==> src/sv/nvle_pkg.sv <==
`default_nettype none

package nvle_pkg;

    // note length in samples
    localparam int NOTE_SAMPLES = 44100;
    localparam logic [15:0] NOTE_LAST_INDEX = 16'(NOTE_SAMPLES - 1);

    // register map, word index; the spare slots are unmapped
    typedef enum logic [2:0] {
        REG_TEXTURE_GAIN,
        REG_FILTER_ALPHA,
        REG_ATTACK_END,
        REG_DECAY_END,
        REG_RELEASE_END,
        REG_SUSTAIN_LEVEL,
        REG_SPARE_A,
        REG_SPARE_B
    } t_reg_sel;

    // serial multiplier: 17 x 17 unsigned, one multiplier bit per cycle
    localparam int MUL_W  = 17;
    localparam int PROD_W = 2 * MUL_W;

    // serial divider: 32-bit operands, 17 quotient bits, one bit per cycle
    localparam int DIV_W  = 32;
    localparam int QUOT_W = 17;

    // step counter width shared by both serial units
    localparam int STEP_W = $clog2((MUL_W > QUOT_W) ? MUL_W : QUOT_W);
    localparam logic [STEP_W-1:0] MUL_STEP_LAST = STEP_W'(MUL_W - 1);
    localparam logic [STEP_W-1:0] DIV_STEP_LAST = STEP_W'(QUOT_W - 1);

endpackage

`default_nettype wire

==> src/sv/nvle_smul.sv <==
`default_nettype none

module nvle_smul
    import nvle_pkg::*;
(
    input  wire logic              i_clk,
    input  wire logic              i_rst_n,
    input  wire logic              i_start,
    input  wire logic [MUL_W-1:0]  i_mcand,
    input  wire logic [MUL_W-1:0]  i_mplier,
    output logic                   o_done,
    output logic [PROD_W-1:0]      o_product
);

    logic              r_busy;
    logic              r_done;
    logic [STEP_W-1:0] r_cnt;
    logic [MUL_W-1:0]  r_mcand;
    logic [MUL_W-1:0]  r_hi;
    logic [MUL_W-1:0]  r_lo;
    logic [MUL_W:0]    step_sum;

    // add the multiplicand when the current multiplier bit is set
    assign step_sum = {1'b0, r_hi} + (r_lo[0] ? {1'b0, r_mcand} : {(MUL_W + 1){1'b0}});

    // control
    always_ff @(posedge i_clk) begin
        if (!i_rst_n) begin
            r_busy <= 1'b0;
            r_done <= 1'b0;
            r_cnt  <= '0;
        end else begin
            r_done <= 1'b0;
            if (i_start) begin
                r_busy <= 1'b1;
                r_cnt  <= '0;
            end else if (r_busy) begin
                r_cnt <= r_cnt + 1'b1;
                if (r_cnt == MUL_STEP_LAST) begin
                    r_busy <= 1'b0;
                    r_done <= 1'b1;
                end
            end
        end
    end

    // shift-add datapath, product bits shift in from the top
    always_ff @(posedge i_clk) begin
        if (i_start) begin
            r_mcand <= i_mcand;
            r_hi    <= '0;
            r_lo    <= i_mplier;
        end else if (r_busy) begin
            r_hi <= step_sum[MUL_W:1];
            r_lo <= {step_sum[0], r_lo[MUL_W-1:1]};
        end
    end

    assign o_done    = r_done;
    assign o_product = {r_hi, r_lo};

endmodule

`default_nettype wire

==> src/sv/nvle_sdiv.sv <==
`default_nettype none

module nvle_sdiv
    import nvle_pkg::*;
(
    input  wire logic              i_clk,
    input  wire logic              i_rst_n,
    input  wire logic              i_start,
    input  wire logic [DIV_W-1:0]  i_num,
    input  wire logic [DIV_W-1:0]  i_den,
    output logic                   o_done,
    output logic [QUOT_W-1:0]      o_quot
);

    // numerator must not exceed the denominator; the quotient is then
    // floor(num * 2^(QUOT_W-1) / den)

    logic              r_busy;
    logic              r_done;
    logic [STEP_W-1:0] r_cnt;
    logic [DIV_W:0]    r_rem;
    logic [DIV_W-1:0]  r_den;
    logic [QUOT_W-1:0] r_quot;
    logic              fits;
    logic [DIV_W:0]    rem_next;

    // restoring step: compare, subtract, shift
    assign fits     = (r_rem >= {1'b0, r_den});
    assign rem_next = fits ? (r_rem - {1'b0, r_den}) : r_rem;

    // control
    always_ff @(posedge i_clk) begin
        if (!i_rst_n) begin
            r_busy <= 1'b0;
            r_done <= 1'b0;
            r_cnt  <= '0;
        end else begin
            r_done <= 1'b0;
            if (i_start) begin
                r_busy <= 1'b1;
                r_cnt  <= '0;
            end else if (r_busy) begin
                r_cnt <= r_cnt + 1'b1;
                if (r_cnt == DIV_STEP_LAST) begin
                    r_busy <= 1'b0;
                    r_done <= 1'b1;
                end
            end
        end
    end

    // partial remainder and quotient shift registers
    always_ff @(posedge i_clk) begin
        if (i_start) begin
            r_rem  <= {1'b0, i_num};
            r_den  <= i_den;
            r_quot <= '0;
        end else if (r_busy) begin
            r_rem  <= {rem_next[DIV_W-1:0], 1'b0};
            r_quot <= {r_quot[QUOT_W-2:0], fits};
        end
    end

    assign o_done = r_done;
    assign o_quot = r_quot;

endmodule

`default_nettype wire

==> src/sv/noise_voice_lowpass_envelope_unit.sv <==
// Seven bit-serial steps per sample (gain, filter, two squares, ratio divide,
// envelope scale, output scale) on one shared multiplier and one divider; the
// first sample of a note skips the filter. A new noise word is taken only in
// idle, after the last result word has gone to the output register, which
// waits while the output word is held downstream.
// Synchronous active-low reset restores register defaults, clears count and previous sample.
`default_nettype none

module noise_voice_lowpass_envelope_unit
    import nvle_pkg::*;
(
    input  wire logic        i_clk,
    input  wire logic        i_rst_n,
    // stream in
    input  wire logic        s_tvalid,
    output logic             s_tready,
    input  wire logic [15:0] s_tdata,    // [13:0] noise_value
    // stream out
    output logic             m_tvalid,
    input  wire logic        m_tready,
    output logic [15:0]      m_tdata,    // [15:0] sample_out
    output logic             m_tlast,    // note_last
    // register port
    input  wire logic        psel,
    input  wire logic        penable,
    input  wire logic        pwrite,
    input  wire logic [4:0]  paddr,
    input  wire logic [31:0] pwdata,
    output logic [31:0]      prdata,
    output logic             pready
);

    localparam logic [16:0] ENV_ONE = 17'h10000;

    typedef enum logic [3:0] {
        ST_IDLE,
        ST_GAIN,
        ST_FILT,
        ST_KSQ,
        ST_LSQ,
        ST_DIV,
        ST_ENV,
        ST_OUT,
        ST_LOAD
    } t_state;

    typedef enum logic [1:0] {
        SEG_ATT,
        SEG_DEC,
        SEG_REL,
        SEG_OFF
    } t_seg;

    // configuration
    logic [15:0] r_gain;
    logic [15:0] r_alpha;
    logic [15:0] r_attack;
    logic [15:0] r_decay;
    logic [15:0] r_release;
    logic [15:0] r_sustain;

    // sequencer and datapath
    t_state      r_state;
    logic        r_mul_start;
    logic        r_div_start;
    logic [13:0] r_noise;
    t_seg        r_seg;
    logic [15:0] r_k;
    logic [15:0] r_len;
    logic [15:0] r_x;
    logic [31:0] r_ksq;
    logic [31:0] r_lsq;
    logic [16:0] r_quot;
    logic [16:0] r_env;
    logic [15:0] r_y;
    logic        r_last;
    logic [15:0] r_index;
    logic [15:0] r_prev;
    logic        r_out_valid;
    logic [15:0] r_out_data;
    logic        r_out_last;

    logic                  cfg_wr;
    logic [2:0]            cfg_sel;
    t_seg                  seg_c;
    logic [15:0]           k_c;
    logic [15:0]           len_c;
    logic [MUL_W-1:0]      mul_mcand;
    logic [MUL_W-1:0]      mul_mplier;
    logic                  mul_done;
    logic [PROD_W-1:0]     mul_prod;
    logic                  div_done;
    logic [QUOT_W-1:0]     div_quot;
    logic                  noise_neg;
    logic [13:0]           noise_mag;
    logic [15:0]           gain_mag;
    logic [15:0]           x_gain;
    logic [16:0]           diff;
    logic                  diff_neg;
    logic [16:0]           diff_mag;
    logic                  x_neg;
    logic [16:0]           x_mag;
    logic [35:0]           acc_base;
    logic [35:0]           acc_prod;
    logic [35:0]           acc;
    logic [19:0]           filt_t;
    logic [15:0]           x_filt;
    logic [16:0]           sus_bar;
    logic [16:0]           env_c;
    logic [17:0]           out_mag;
    logic [15:0]           y_c;
    logic                  slot_free;

    assign cfg_sel = paddr[4:2];
    assign cfg_wr  = psel && penable && pwrite && pready;
    assign pready  = 1'b1;

    // register writes
    always_ff @(posedge i_clk) begin
        if (!i_rst_n) begin
            r_gain    <= 16'h0000;
            r_alpha   <= 16'hFFFF;
            r_attack  <= 16'h0000;
            r_decay   <= 16'h0000;
            r_release <= 16'h0000;
            r_sustain <= 16'h0000;
        end else if (cfg_wr) begin
            case (cfg_sel)
                REG_TEXTURE_GAIN:  r_gain    <= pwdata[15:0];
                REG_FILTER_ALPHA:  r_alpha   <= pwdata[15:0];
                REG_ATTACK_END:    r_attack  <= pwdata[15:0];
                REG_DECAY_END:     r_decay   <= pwdata[15:0];
                REG_RELEASE_END:   r_release <= pwdata[15:0];
                REG_SUSTAIN_LEVEL: r_sustain <= pwdata[15:0];
                default: ;
            endcase
        end
    end

    // register reads
    always_comb begin
        case (cfg_sel)
            REG_TEXTURE_GAIN:  prdata = {16'h0000, r_gain};
            REG_FILTER_ALPHA:  prdata = {16'h0000, r_alpha};
            REG_ATTACK_END:    prdata = {16'h0000, r_attack};
            REG_DECAY_END:     prdata = {16'h0000, r_decay};
            REG_RELEASE_END:   prdata = {16'h0000, r_release};
            REG_SUSTAIN_LEVEL: prdata = {16'h0000, r_sustain};
            default:           prdata = 32'h0000_0000;
        endcase
    end

    // envelope segment, curve position and curve length for this sample
    always_comb begin
        seg_c = SEG_OFF;
        k_c   = 16'h0000;
        len_c = 16'h0000;
        if (r_index < r_attack) begin
            seg_c = SEG_ATT;
            k_c   = r_attack - r_index;
            len_c = r_attack;
        end else if (r_index < r_decay) begin
            seg_c = SEG_DEC;
            k_c   = 16'(({1'b0, r_decay} - {1'b0, r_index}) + {1'b0, r_attack});
            len_c = r_decay;
        end else if (r_index < r_release) begin
            seg_c = SEG_REL;
            k_c   = 16'(({1'b0, r_release} - {1'b0, r_index}) + {1'b0, r_decay});
            len_c = r_release;
        end
    end

    // sign and magnitude of the operands
    assign noise_neg = r_noise[13];
    assign noise_mag = noise_neg ? 14'(~r_noise + 14'd1) : r_noise;
    assign diff      = {r_x[15], r_x} - {r_prev[15], r_prev};
    assign diff_neg  = diff[16];
    assign diff_mag  = diff_neg ? 17'(~diff + 17'd1) : diff;
    assign x_neg     = r_x[15];
    assign x_mag     = x_neg ? 17'(~{r_x[15], r_x} + 17'd1) : {1'b0, r_x};
    assign sus_bar   = ENV_ONE - {1'b0, r_sustain};

    // shared multiplier operands
    always_comb begin
        case (r_state)
            ST_GAIN: begin
                mul_mcand  = {1'b0, r_gain};
                mul_mplier = {3'b000, noise_mag};
            end
            ST_FILT: begin
                mul_mcand  = {1'b0, r_alpha};
                mul_mplier = diff_mag;
            end
            ST_KSQ: begin
                mul_mcand  = {1'b0, r_k};
                mul_mplier = {1'b0, r_k};
            end
            ST_LSQ: begin
                mul_mcand  = {1'b0, r_len};
                mul_mplier = {1'b0, r_len};
            end
            ST_ENV: begin
                mul_mcand  = (r_seg == SEG_DEC) ? sus_bar : {1'b0, r_sustain};
                mul_mplier = r_quot;
            end
            ST_OUT: begin
                mul_mcand  = x_mag;
                mul_mplier = r_env;
            end
            default: begin
                mul_mcand  = '0;
                mul_mplier = '0;
            end
        endcase
    end

    // scaled noise, truncated toward zero; always within 14 bits
    assign gain_mag = mul_prod[31:16];
    assign x_gain   = noise_neg ? 16'(~gain_mag + 16'd1) : gain_mag;

    // low-pass: alpha*(x - prev) + prev*65536, truncated toward zero
    assign acc_base = {{4{r_prev[15]}}, r_prev, 16'h0000};
    assign acc_prod = {2'b00, mul_prod};
    assign acc      = diff_neg ? (acc_base - acc_prod) : (acc_base + acc_prod);
    assign filt_t   = acc[35:16] + {19'd0, (acc[35] && (acc[15:0] != 16'h0000))};

    always_comb begin
        if ($signed(filt_t) > 20'sd32767) begin
            x_filt = 16'h7FFF;
        end else if ($signed(filt_t) < -20'sd32768) begin
            x_filt = 16'h8000;
        end else begin
            x_filt = filt_t[15:0];
        end
    end

    // envelope value from the curve ratio
    always_comb begin
        case (r_seg)
            SEG_ATT: env_c = ENV_ONE - r_quot;
            SEG_DEC: env_c = {1'b0, r_sustain} + mul_prod[32:16];
            SEG_REL: env_c = mul_prod[32:16];
            default: env_c = 17'd0;
        endcase
    end

    // enveloped sample, truncated toward zero and saturated
    assign out_mag = mul_prod[33:16];

    always_comb begin
        if (!x_neg) begin
            y_c = (out_mag > 18'd32767) ? 16'h7FFF : out_mag[15:0];
        end else begin
            y_c = (out_mag > 18'd32768) ? 16'h8000 : 16'(~out_mag[15:0] + 16'd1);
        end
    end

    assign slot_free = !r_out_valid || m_tready;

    // sequencer, datapath registers and output word
    always_ff @(posedge i_clk) begin
        if (!i_rst_n) begin
            r_state     <= ST_IDLE;
            r_mul_start <= 1'b0;
            r_div_start <= 1'b0;
            r_index     <= 16'h0000;
            r_prev      <= 16'h0000;
            r_out_valid <= 1'b0;
        end else begin
            r_mul_start <= 1'b0;
            r_div_start <= 1'b0;
            if (r_out_valid && m_tready) begin
                r_out_valid <= 1'b0;
            end
            case (r_state)
                ST_IDLE: begin
                    if (s_tvalid) begin
                        r_noise     <= s_tdata[13:0];
                        r_seg       <= seg_c;
                        r_k         <= k_c;
                        r_len       <= len_c;
                        r_mul_start <= 1'b1;
                        r_state     <= ST_GAIN;
                    end
                end
                ST_GAIN: begin
                    if (mul_done) begin
                        r_x         <= x_gain;
                        r_mul_start <= 1'b1;
                        // first sample of a note bypasses the filter
                        r_state     <= (r_index != 16'h0000) ? ST_FILT : ST_KSQ;
                    end
                end
                ST_FILT: begin
                    if (mul_done) begin
                        r_x         <= x_filt;
                        r_mul_start <= 1'b1;
                        r_state     <= ST_KSQ;
                    end
                end
                ST_KSQ: begin
                    if (mul_done) begin
                        r_ksq       <= mul_prod[31:0];
                        r_mul_start <= 1'b1;
                        r_state     <= ST_LSQ;
                    end
                end
                ST_LSQ: begin
                    if (mul_done) begin
                        r_lsq       <= mul_prod[31:0];
                        r_div_start <= 1'b1;
                        r_state     <= ST_DIV;
                    end
                end
                ST_DIV: begin
                    if (div_done) begin
                        r_quot      <= div_quot;
                        r_mul_start <= 1'b1;
                        r_state     <= ST_ENV;
                    end
                end
                ST_ENV: begin
                    if (mul_done) begin
                        r_env       <= env_c;
                        r_mul_start <= 1'b1;
                        r_state     <= ST_OUT;
                    end
                end
                ST_OUT: begin
                    if (mul_done) begin
                        r_y     <= y_c;
                        r_last  <= (r_index >= NOTE_LAST_INDEX);
                        r_state <= ST_LOAD;
                    end
                end
                ST_LOAD: begin
                    if (slot_free) begin
                        r_out_valid <= 1'b1;
                        r_out_data  <= r_y;
                        r_out_last  <= r_last;
                        r_index     <= r_last ? 16'h0000 : (r_index + 16'd1);
                        r_prev      <= r_last ? 16'h0000 : r_y;
                        r_state     <= ST_IDLE;
                    end
                end
                default: begin
                    r_state <= ST_IDLE;
                end
            endcase
        end
    end

    nvle_smul u_smul (
        .i_clk     (i_clk),
        .i_rst_n   (i_rst_n),
        .i_start   (r_mul_start),
        .i_mcand   (mul_mcand),
        .i_mplier  (mul_mplier),
        .o_done    (mul_done),
        .o_product (mul_prod)
    );

    nvle_sdiv u_sdiv (
        .i_clk   (i_clk),
        .i_rst_n (i_rst_n),
        .i_start (r_div_start),
        .i_num   (r_ksq),
        .i_den   (r_lsq),
        .o_done  (div_done),
        .o_quot  (div_quot)
    );

    assign s_tready = (r_state == ST_IDLE);
    assign m_tvalid = r_out_valid;
    assign m_tdata  = r_out_data;
    assign m_tlast  = r_out_last;

endmodule

`default_nettype wire

==> config.mk <==
export PLATFORM = sky130hd
export DESIGN_NAME = noise_voice_lowpass_envelope_unit
export DESIGN_NICKNAME = d
export VERILOG_FILES = /design/src/sv/nvle_pkg.sv /design/src/sv/nvle_smul.sv /design/src/sv/nvle_sdiv.sv /design/src/sv/noise_voice_lowpass_envelope_unit.sv
export SDC_FILE = /design/constraint.sdc
export NUM_CORES = 1
export LEC_CHECK = 0
export BUFFER_PORTS_ARGS = -buffer_cell sky130_fd_sc_hd__buf_2
export CAP_MARGIN = 5
export CORE_UTILIZATION = 58
export DETAILED_ROUTE_END_ITERATION = 16
export GPL_TIMING_DRIVEN = 0
export MAX_ROUTING_LAYER = met4
export PLACE_DENSITY = 0.78
export SLEW_MARGIN = 20
export SYNTH_ARGS = -nofsm -noshare
export SYNTH_HDL_FRONTEND = slang
export SYNTH_SLANG_ARGS = --single-unit
==> constraint.sdc <==
create_clock -name i_clk -period 10.2 [get_ports i_clk]
set_input_delay 2.55 -clock i_clk [delete_from_list [all_inputs] [get_ports i_clk]]
set_output_delay 2.55 -clock i_clk [all_outputs]
set_load 0.1 [all_outputs]
# Word level (Yosys, flattened, before mapping)
# Index checks and enable logic that the tools add are counted.
# word_totals
latch_bits	0
ff_bits	478
output_inout_bits	52
mem_bits_rw	0
word_cells	199
mem_count	0
input_bits	60
romBits	0
# op_classes
multipliers	0
magnitude_cmp	9
reduce_logical	37
shifts	0
n_div	0
n_bitwise	7
add_sub_neg	21
n_eq_ne	26
mux	60
# op_table
operator	n
$mux 16	16
$pmux 17 s6	2
$mux 17	6
$mux 32	3
$pmux 16 s6	1
$pmux 17 s3	1
$lt 16x16->1	3
$sub 16x16->16	3
$add 32x35->36	1
$mux 36	1
$mux 4	9
$pmux 4 s9	1
$sub 32x35->36	1
$add 17x1->17 const B	2
$not 17->17	2
$ge 33x32->1	1
$add 16x1->16 const B	2
$add 16x16->16	2
$pmux 16 s2	1
$reduce_bool 16->1	2
$sub 32x32->32	1
$reduce_and 3->1	7
$add 20x1->20	1
$gt 20x16->1 const B	1
42 further kinds	90

# Logic depth before layout (Yosys ltp)
# Gate-level depths: netlist of the first run.
# logic_depth
depth_word	10
ltp_mapped	24
ltp_nobuf	20

# Hierarchy
# From an unflattened synthesis of the first run, not the netlist that was laid out.
# hier_totals
cells_unflattened	3359
hier_area_um2	31377.6
# by_module_without_submodules
module	area_each_um2	seq_area_each_um2	cells_per_inst	instances
noise_voice_lowpass_envelope_unit	22983.3	8588.2	2534	1
nvle_sdiv	5386.4	2422.3	554	1
nvle_smul	3007.9	1501.4	271	1

# Worst setup path after synthesis of the first run
# No wires, ideal clock.
# synth_timing
kind	input-to-output
start	input port paddr[4]
end	output port prdata[6]
arrival_ns	4.340
stages	4
n_path_buf	1
path_slack_ns	3.310
required_time_ns	7.650
path_cell_list	nor3b_1 > clkbuf_1 > a22oi_1 > nand3_1
# synth_between
elab_chain_len	2
word_cells_on_any_way	7
classes_between	eq/ne (5); mux (1); reduce/logical (1)
# synth_rtl
element	line	text
start: declaration	noise_voice_lowpass_envelope_unit.sv:27	input wire logic [4:0] paddr,
$eq 3x3->1 (tied with other cells)	noise_voice_lowpass_envelope_unit.sv:142	case (cfg_sel)
$pmux 16 s6 *	noise_voice_lowpass_envelope_unit.sv:142	
end: declaration	noise_voice_lowpass_envelope_unit.sv:29	output logic [31:0] prdata,
# Mark *: on every way between the ends. The rest lies on a longest branch, timed or not.

# Worst setup path after layout of the first run
# layout_timing
start	input port paddr[4]
end	output port prdata[8]
# The elaborated chain is that of the path after synthesis.

==> impl.org, run 1 <==
** Synth
- In the post-synthesis netlist, the biggest area contributors are edfxtp_1 29%, dfxtp_1 12%, ha_1 8.6%.
- Combinational family with the most area after synthesis :: compound AO/OA/AOI/OAI gates
- In the synthesized netlist, the number of instances is 3306.
- Mean instance size in the synthesized netlist :: 9.29 sq um
- Of the post-synthesis cell area, the part taken by muxes is 0.0189.
- Of the total synthesized cell area, the portion taken by AND, OR, NAND and NOR gates is 0.152.
- Synthesis inferred 478 register bits.
- Post-synthesis cell type with the largest combined area :: edfxtp_1
- For this run, the register share of the synthesized area comes to 0.407.
- Of the total synthesized cell area, the portion taken by full adders, half adders and majority gates is 0.110.
- For this run, asynchronously set or reset flops after synthesis account for 0.
- Yosys printed 0 warnings.
- Compound-cell area share of the yosys netlist :: 0.189
- In this run the cell area of the synthesized design comes to 30700 sq um.
- Fraction of synthesized cell area in xor and xnor cells :: 0.0634
- Post-synth EDFFs :: 294
- Counting instances in the post-synthesis netlist gives the leading cell types as 377 x nand2_1, 299 x inv_1, 294 x edfxtp_1, 265 x a21oi_1, 214 x nor2_1.
- Number of distinct library cells after synthesis :: 99
- Of the post-synthesis cell area, the dominant cell type holds 0.287.
- Most used flip-flop cell after synthesis :: edfxtp_1
- Among all cell types in the netlist, the one instantiated most often is nand2_1.

** Timing
- Between clock sinks in the finished design, the worst skew comes to 0.0280 ns.
- The worst pin sits at a relative slew slack of 0.276.
- At the pin with the least slew margin, the transition time is 1.09 ns.
- The total count of hold-check failures in the final report was 0.
- Post-layout min period :: 7.39 ns
- Final clock period utilization by the worst path :: 0.725
- Setup violations remaining at the end of the flow were counted as 0.
- Timing would allow up to 135 MHz.
- The final max-slew violation count was 0.
- Adding up every negative setup slack in the final design gives 0 ns.
- Setup repair after global routing missed its margin :: no

** GRT
- Entering global routing, the biggest net connects 35 pins.
- For this run, the total global-route usage over all layers was measured as 0.401.
- First-pass GRT wire length :: 157 mm
- The total overflow left after global routing is 0.
- Vias in the first global route :: 25965
- Antenna violations before repair :: 1

** Drt
- Detail Route Antenna Nets :: 0
- Vias per Instance :: 6.37
- DRC violations left :: 0
- Final wirelength :: 105 mm
- WL/cell :: 25.2 um
- Iteration-0 DRC Markers :: 2694
- Count of TritonRoute iterations in the first routing pass :: 7
- Vias :: 26672

** Placement
- The HPWL after detailed placement is 81.5 mm.
- The count of buffers added on input and output ports is 73.
- Post-detailed-placement cell area :: 32200 sq um
- At the end of routability-driven placement, the weighted congestion stood at 1.07.

** Worst hold path
- Along the worst hold path, the cell count comes to 0.
- The path with the worst hold slack has its endpoint at u_sdiv.r_den[2]$_DFFE_PP_.
- Type of the most critical hold path :: register to register
- In this run the most critical hold path is launched from r_lsq[2]$_DFFE_PP_.

** Critical path
- In this run the critical register-to-register path is launched from u_smul.r_hi[1]$_SDFFE_PP0P_.
- In this run the critical register-to-register path is captured at r_x[14]$_DFFE_PP_.
- Nature of the critical path endpoint :: output pin
- Critical path required time :: 7.65 ns
- STA classifies the critical path startpoint as an input port.
- Crit path arrival time :: 4.84 ns
- Maximum net fanout on the critical path :: 10
- Across all register-to-register paths, the minimum setup slack is 3.12 ns.
- Counting cells, the worst reg-to-reg path comes to 22.
- The setup path with the least slack is of type input port to output pin.

** Finish
- Share of post-route cells with drive strength above 1 :: 0.0850
- Cell area after layout :: 34000 sq um
- Area taken by flip-flops and latches :: 12500 sq um
- In the final layout, the multi-input gates occupy 16500 sq um.
- In the final design database the tool counted 3769 nets.
- Area overhead of the layout relative to synthesis :: 10.7%
- Fill cells in the final layout number 4222.

** CTS
- Clock tree synthesis inserted a total of 52 buffers.
- The clock passes through at most 3 buffers.
- Once the clock tree was built, the setup fixing pass inserted 0 buffers.
- For the worst-skew pair, the clock arrives at the later sink with an insertion delay of 0.62 ns.
- TritonCTS built the clock tree.
- Clk root buf :: clkbuf_16
- The H-tree generated during clock tree synthesis spans 2 levels.
- Clock Sinks :: 478
- Number of gates resized after CTS :: 0
- Number of buffers inserted by hold repair at cts :: 0
- Post-CTS clock slew at the launch and capture registers of the worst setup and hold paths :: 0.06 ns

** Run status
- The flow ran to the end, and the final reports show no timing, DRC or antenna violations.

** Pwr
- The worst-case IR drop observed on VDD is 0.125 mV.
- For this design the static power due to leakage is 13.1 nW.
- Cell Pwr Density :: 148 nW/um^2

** Floorplan
- Starting density of the core :: 0.593
- Floorplan die width :: 232 um
- Die boundary height :: 232 um
- Floorplan die area :: 53900 sq um
- 112 I/O pins were placed.
- Standard cell core area :: 51800 sq um
- Row generation in the floorplan step produced 83 rows.

** Job
- Max-cap violations in this run came to 0.
[logic make-up after synthesis]
kind of cell	count (synthesis)
multiplexers	54
AO/OA/AOI/OAI	860
flip-flops	478
AND/OR/NAND/NOR	987
other	2
buffers and inverters	460
XOR/XNOR	217
adder cells (fa/ha/maj)	248
[state kept, by name, indices dropped and copies added (netlist names), 17 cells and up]
name	flops
u_smul.r_lo	17
u_sdiv.o_quot	17
u_smul.r_mcand	17
r_lsq	32
r_env	17
u_sdiv.r_den	32
r_quot	17
u_sdiv.r_rem	33
u_smul.r_hi	17
r_ksq	32
[cells in the final DEF (no fill, tap or decap), drive strengths merged, types with 22 or more instances in the layout]
cell type / netlist / final
clkbuf: 127 / 208
nor4: 22 / 22
dfxtp: 184 / 184
nand3: 90 / 90
a22oi: 88 / 88
nand2b: 32 / 32
and2: 31 / 31
a22o: 27 / 27
a221oi: 55 / 55
mux2i: 34 / 34
a31oi: 23 / 23
nand4: 23 / 23
a21o: 40 / 40
o21a: 26 / 26
ha: 212 / 212
xnor2: 141 / 141
o21ai: 132 / 132
inv: 300 / 302
nand2: 387 / 387
xor2: 76 / 76
a21oi: 265 / 265
nor3: 57 / 57
nor2b: 22 / 22
or3: 28 / 28
nor2: 214 / 214
buf: 32 / 118
edfxtp: 294 / 294
fa: 36 / 36
[through the flow]
stage	hold slack, ns	worst slack [ns]	std cells	power (mW)	utilization
after floorplan	0.400	3.31	3321	2.75	-
after global placement	0.401	2.48	4074	3.00	0.617
after detailed placement	0.405	2.75	4086	3.02	0.621
after CTS	0.411	2.73	4184	4.99	0.656
after global routing	0.419	2.82	4186	5.15	0.656
final	0.412	2.81	4186	5.02	0.656
[power by group]
| group | total (mW) | internal (mW) | leakage (nW) | switching (mW) |
|---|---|---|---|---|
| logic | 0.770 | 0.268 | 8.01 | 0.503 |
| registers | 2.24 | 2.12 | 4.19 | 0.122 |
| clock network | 2.01 | 1.18 | 0.889 | 0.827 |
| total | 5.02 | 3.57 | 13.1 | 1.45 |
[worst max-delay path by stage]
stage	from	to	slack [ns]	cells past startpoint
3_3_place_gp	i_rst_n	r_ksq[13]$_DFFE_PP_	2.48	3
5_1_grt	paddr[4]	prdata[8]	2.82	6
4_1_cts	paddr[3]	prdata[13]	2.73	6
2_1_floorplan	paddr[4]	prdata[6]	3.31	4
6_report	paddr[4]	prdata[8]	2.81	6
3_5_place_dp	paddr[3]	prdata[13]	2.75	6
[area by class of cell]
cell class / instances / share of cell area
Tap cell: 680 / 0.0250
Sequential cell: 478 / 0.368
Clock buffer: 81 / 0.0468
Clock inverter: 17 / 0.00666
Buffer: 159 / 0.0210
Multi-Input combinational cell: 2383 / 0.485
Antenna cell: 1 / 0.0000736
Inverter: 301 / 0.0332
Timing Repair Buffer: 86 / 0.0146
[metal layers]
metal / track usage / vias up / share of wire
met4: 0.277 / 0 / 0.083
li1: - / 12178 / -
met2: 0.641 / 1413 / 0.46
met3: 0.0569 / 373 / 0.085
met1: 0.468 / 12708 / 0.37
met5: - / - / 0
[worst max-delay path, stage by stage]
cell and delay [ns]:
buf_2 0.14, nor3_2 0.65, clkbuf_1 0.59, a22oi_1 0.25, nand3_1 0.20, buf_2 0.45
Power figures use the tool's default switching activity.
==> run 2, diff against run 1 <==
CORE_UTILIZATION = 57   (was 58)
PLACE_DENSITY = 0.8   (was 0.78)
clock period = 6.2 ns   (was 10.2 ns; I/O delays follow)
==> run 2 against run 1 <==
Effect of this change: sequential power is 65% higher; the run now ends with design-rule violations left; sequential share of layout area decreased by 0.11 points; setup slack worse by 2.5 ns; die area rose by 1.7%; largest cell class unchanged; critical endpoint is now r_x[14]$_DFFE_PP_; highest routed layer unchanged.
==> impl.org, run 2 (synthesized netlist as in run 1, its figures left out) <==
** Floorplan
- The starting density of the core is 0.581 (-0.0117).
- Standard cell core area :: 52900 sq um (+2.0%)
- Die boundary height :: 234 um (+0.87%)
- Num ports :: 112 (unchanged)
- Floorplan die area :: 54800 sq um (+1.7%)
- The count of standard-cell rows is 84 (+1.2%).
- The horizontal die dimension is 234 um (+0.87%).

** Timing
- Max-slew headroom :: 0.176 (-0.0992)
- The number of setup violations in the final report came to 0 (unchanged).
- The final max-slew violation count came to 0 (unchanged).
- The total count of hold-check failures in the final report came to 0 (unchanged).
- Subtracting the final worst setup slack from the clock period gives 5.93 ns.
- Of the available clock period, the critical path in the final layout requires 0.956.
- Max Freq :: 169 MHz
- Setup repair after global routing missed its margin :: no
- The final setup skew was 0.0419 ns (+0.0139 ns).
- Transition time at the pin with the least slew margin :: 1.23 ns (+0.139 ns)

** Placement
- Gpl congestion :: 1.05 (-1.1%)
- The number of port buffers came to 73 (unchanged).
- The post-DP HPWL is 75.9 mm (-6.8%).
- The area after detailed placement was 32200 sq um (about the same).

** GRT
- Vias in the first global route :: 24878 (-4.2%)
- The global route total overflow was 0 (unchanged).
- First-pass GRT wire length :: 148 mm (-5.9%)
- Pin count of the biggest net entering global routing :: 33 (-5.7%)
- Antenna violations before repair :: 2 (+1)
- Total Routing Usage GR :: 0.371 (-0.0300)

** Drt
- The number of detailed-route iterations in the first pass was 12 (+5).
- The number of nets still failing antenna checks after routing is 0 (unchanged).
- The number of DRC violations after detailed routing was 2 (+2).
- Vias per Instance :: 6.30 (-1.2%)
- The DRC violation total after the first TritonRoute iteration is 3189 (+18%).
- Final wirelength :: 98.6 mm (-6.3%)
- WL/cell :: 23.5 um (-6.5%)
- Vias :: 26409 (-0.99%)

** Run status
- The checks that failed: design-rule violations.
- Status :: finished, violations left

** Critical path
- Setup slack of the worst register-to-register path :: 0.27 ns (-2.85 ns)
- In this run the critical register-to-register path is captured at r_x[14]$_DFFE_PP_.
- Maximum net fanout on the critical path :: 10 (unchanged)
- In this run the critical register-to-register path is launched from r_x[0]$_DFFE_PP_.
- The data arrival time at the worst-slack endpoint was 6.21 ns (+1.37 ns).
- Critical path required time :: 6.48 ns (-1.17 ns)
- The worst-case reg-to-reg path depth came to 22 (unchanged).
- The critical path ends at r_x[14]$_DFFE_PP_.
- Type of the setup path with the least slack :: register to register
- Tracing the worst setup path back leads to its startpoint at r_x[0]$_DFFE_PP_.
- Critical path startpoint category :: register
- STA classifies the critical path endpoint as a register.

** Finish
- Flip-flop count of the largest register, all copies and words added :: 33 (unchanged)
- More flip-flops sit in one register than any other, and that register is u_sdiv.r_rem.
- Share of post-route cells with drive strength above 1 :: 0.0902 (+0.00516)
- Total Nets Final :: 3769 (unchanged)
- Area overhead of the layout relative to synthesis :: 11.3%
- Most used cells in the layout excluding fill and tap cells :: 377 x nand2_1, 298 x inv_1, 294 x edfxtp_1
- Most common cell after layout, fill and taps aside :: nand2_1
- Cell area after layout :: 34200 sq um (+0.55%)

** CTS
- Clk root buf :: clkbuf_16
- Clock Latency Late Sink :: 0.63 ns (about the same)
- Clock tree from TritonCTS :: done
- Clock Sinks :: 478 (unchanged)
- The number of buffers added by the clock tree synthesis step was 51 (-1.9%).
- The clock transition at the registers of the reported paths was 0.06 ns (about the same).
- Largest buffer count on any clock path :: 3 (unchanged)
- The H-tree depth reported by CTS came to 2 (unchanged).

** Pwr
- The leakage dissipation came to 13.1 nW (+0.44%).
- VDD IR max :: 0.226 mV (+81%)
- The total power density per cell area came to 244 nW/um^2 (+66%).
- The total power draw is 8.36 mW (+67%).

** Worst hold path
- The min-delay analysis places its worst path in the category register to register.

** Job
- Number of maximum-capacitance constraint violations :: 0 (unchanged)
## run 2: cell types whose count changed in the layout (fill, tap and decap cells not counted), moves of 2 or more
cell       delta
clkinv_16     +3
dfxtp_4       +7
clkinv_1      +3
buf_4         +2
bufinv_16     +5
clkbuf_1      -7
clkbuf_8      -8
dfxtp_2       +3
inv_6         +2
dfxtp_1      -10
## run 2: critical path: stages, from the launching register on
cell	delay [ns]
edfxtp_1	0.43
inv_1	0.18
ha_1	0.19
inv_1	0.05
fa_1	0.42
a211oi_2	0.30
o211ai_2	0.19
a31oi_4	0.32
o21ai_4	0.18
clkbuf_1	0.27
clkbuf_1	0.33
a211oi_2	0.36
nor3_4	0.11
nor2_1	0.11
ha_1	0.18
and3b_1	0.20
nand3_1	0.26
nand3b_2	0.36
nor3_1	0.35
o211ai_1	0.16
o311ai_2	0.26
buf_6	0.25
a22oi_1	0.13
## run 2: final cells by class
cell class                      count  area [sq um]
Tap cell                          688           861
Fill cell                        4343         18700
Timing Repair Buffer               89           536
Buffer                            157           707
Clock inverter                     29           463
Sequential cell                   478         12500
Clock buffer                       67          1440
Multi-Input combinational cell   2383         16500
Antenna cell                        1          2.50
Inverter                          301          1130
## run 2: worst min-delay path by stage
stage	depth (start not counted)	slack [ns]	end	start
5_1_grt	0	0.42	u_sdiv.r_den[17]$_DFFE_PP_	r_lsq[17]$_DFFE_PP_
3_5_place_dp	0	0.40	u_sdiv.r_den[23]$_DFFE_PP_	r_lsq[23]$_DFFE_PP_
2_1_floorplan	0	0.40	u_sdiv.r_den[0]$_DFFE_PP_	r_lsq[0]$_DFFE_PP_
6_report	0	0.41	u_sdiv.r_den[11]$_DFFE_PP_	r_lsq[11]$_DFFE_PP_
4_1_cts	0	0.40	u_sdiv.r_den[11]$_DFFE_PP_	r_lsq[11]$_DFFE_PP_
3_3_place_gp	0	0.40	u_sdiv.r_den[28]$_DFFE_PP_	r_lsq[28]$_DFFE_PP_
## run 2: metrics by stage
step,cells,setup TNS (ns),hold WS [ns],worst slack [ns],utilization
CTS,4189,0,0.405,0.0389,0.645
global route,4193,0,0.425,0.00538,0.647
finish,4193,0,0.407,0.270,0.647
global placement,4082,-26.60,0.401,-0.664,0.605
floorplan,3321,0,0.400,0.713,-
detailed placement,4094,-5.65,0.405,-0.496,0.609
## run 2: repair_timing
| item | 4_1_cts | 5_1_grt |
|---|---|---|
| endpoints found under the setup margin | 15 | 15 |
| resized for setup | 5 | 18 |
| hold buffers | 0 | 0 |
| buffers inserted | 0 | 3 |
## run 2: layer usage
layer / track usage / up-vias / part of all wire
li1: - / 12176 / -
met1: 0.451 / 12489 / 0.38
met2: 0.581 / 1422 / 0.45
met3: 0.0575 / 322 / 0.093
met4: 0.227 / 0 / 0.073
met5: - / - / 0
## run 2: where the power goes
group	leakage, nW	total [mW]	switching [mW]	internal [mW]
clock	0.915	3.40	1.37	2.04
combinational	8.03	1.27	0.822	0.444
sequential	4.20	3.69	0.197	3.49
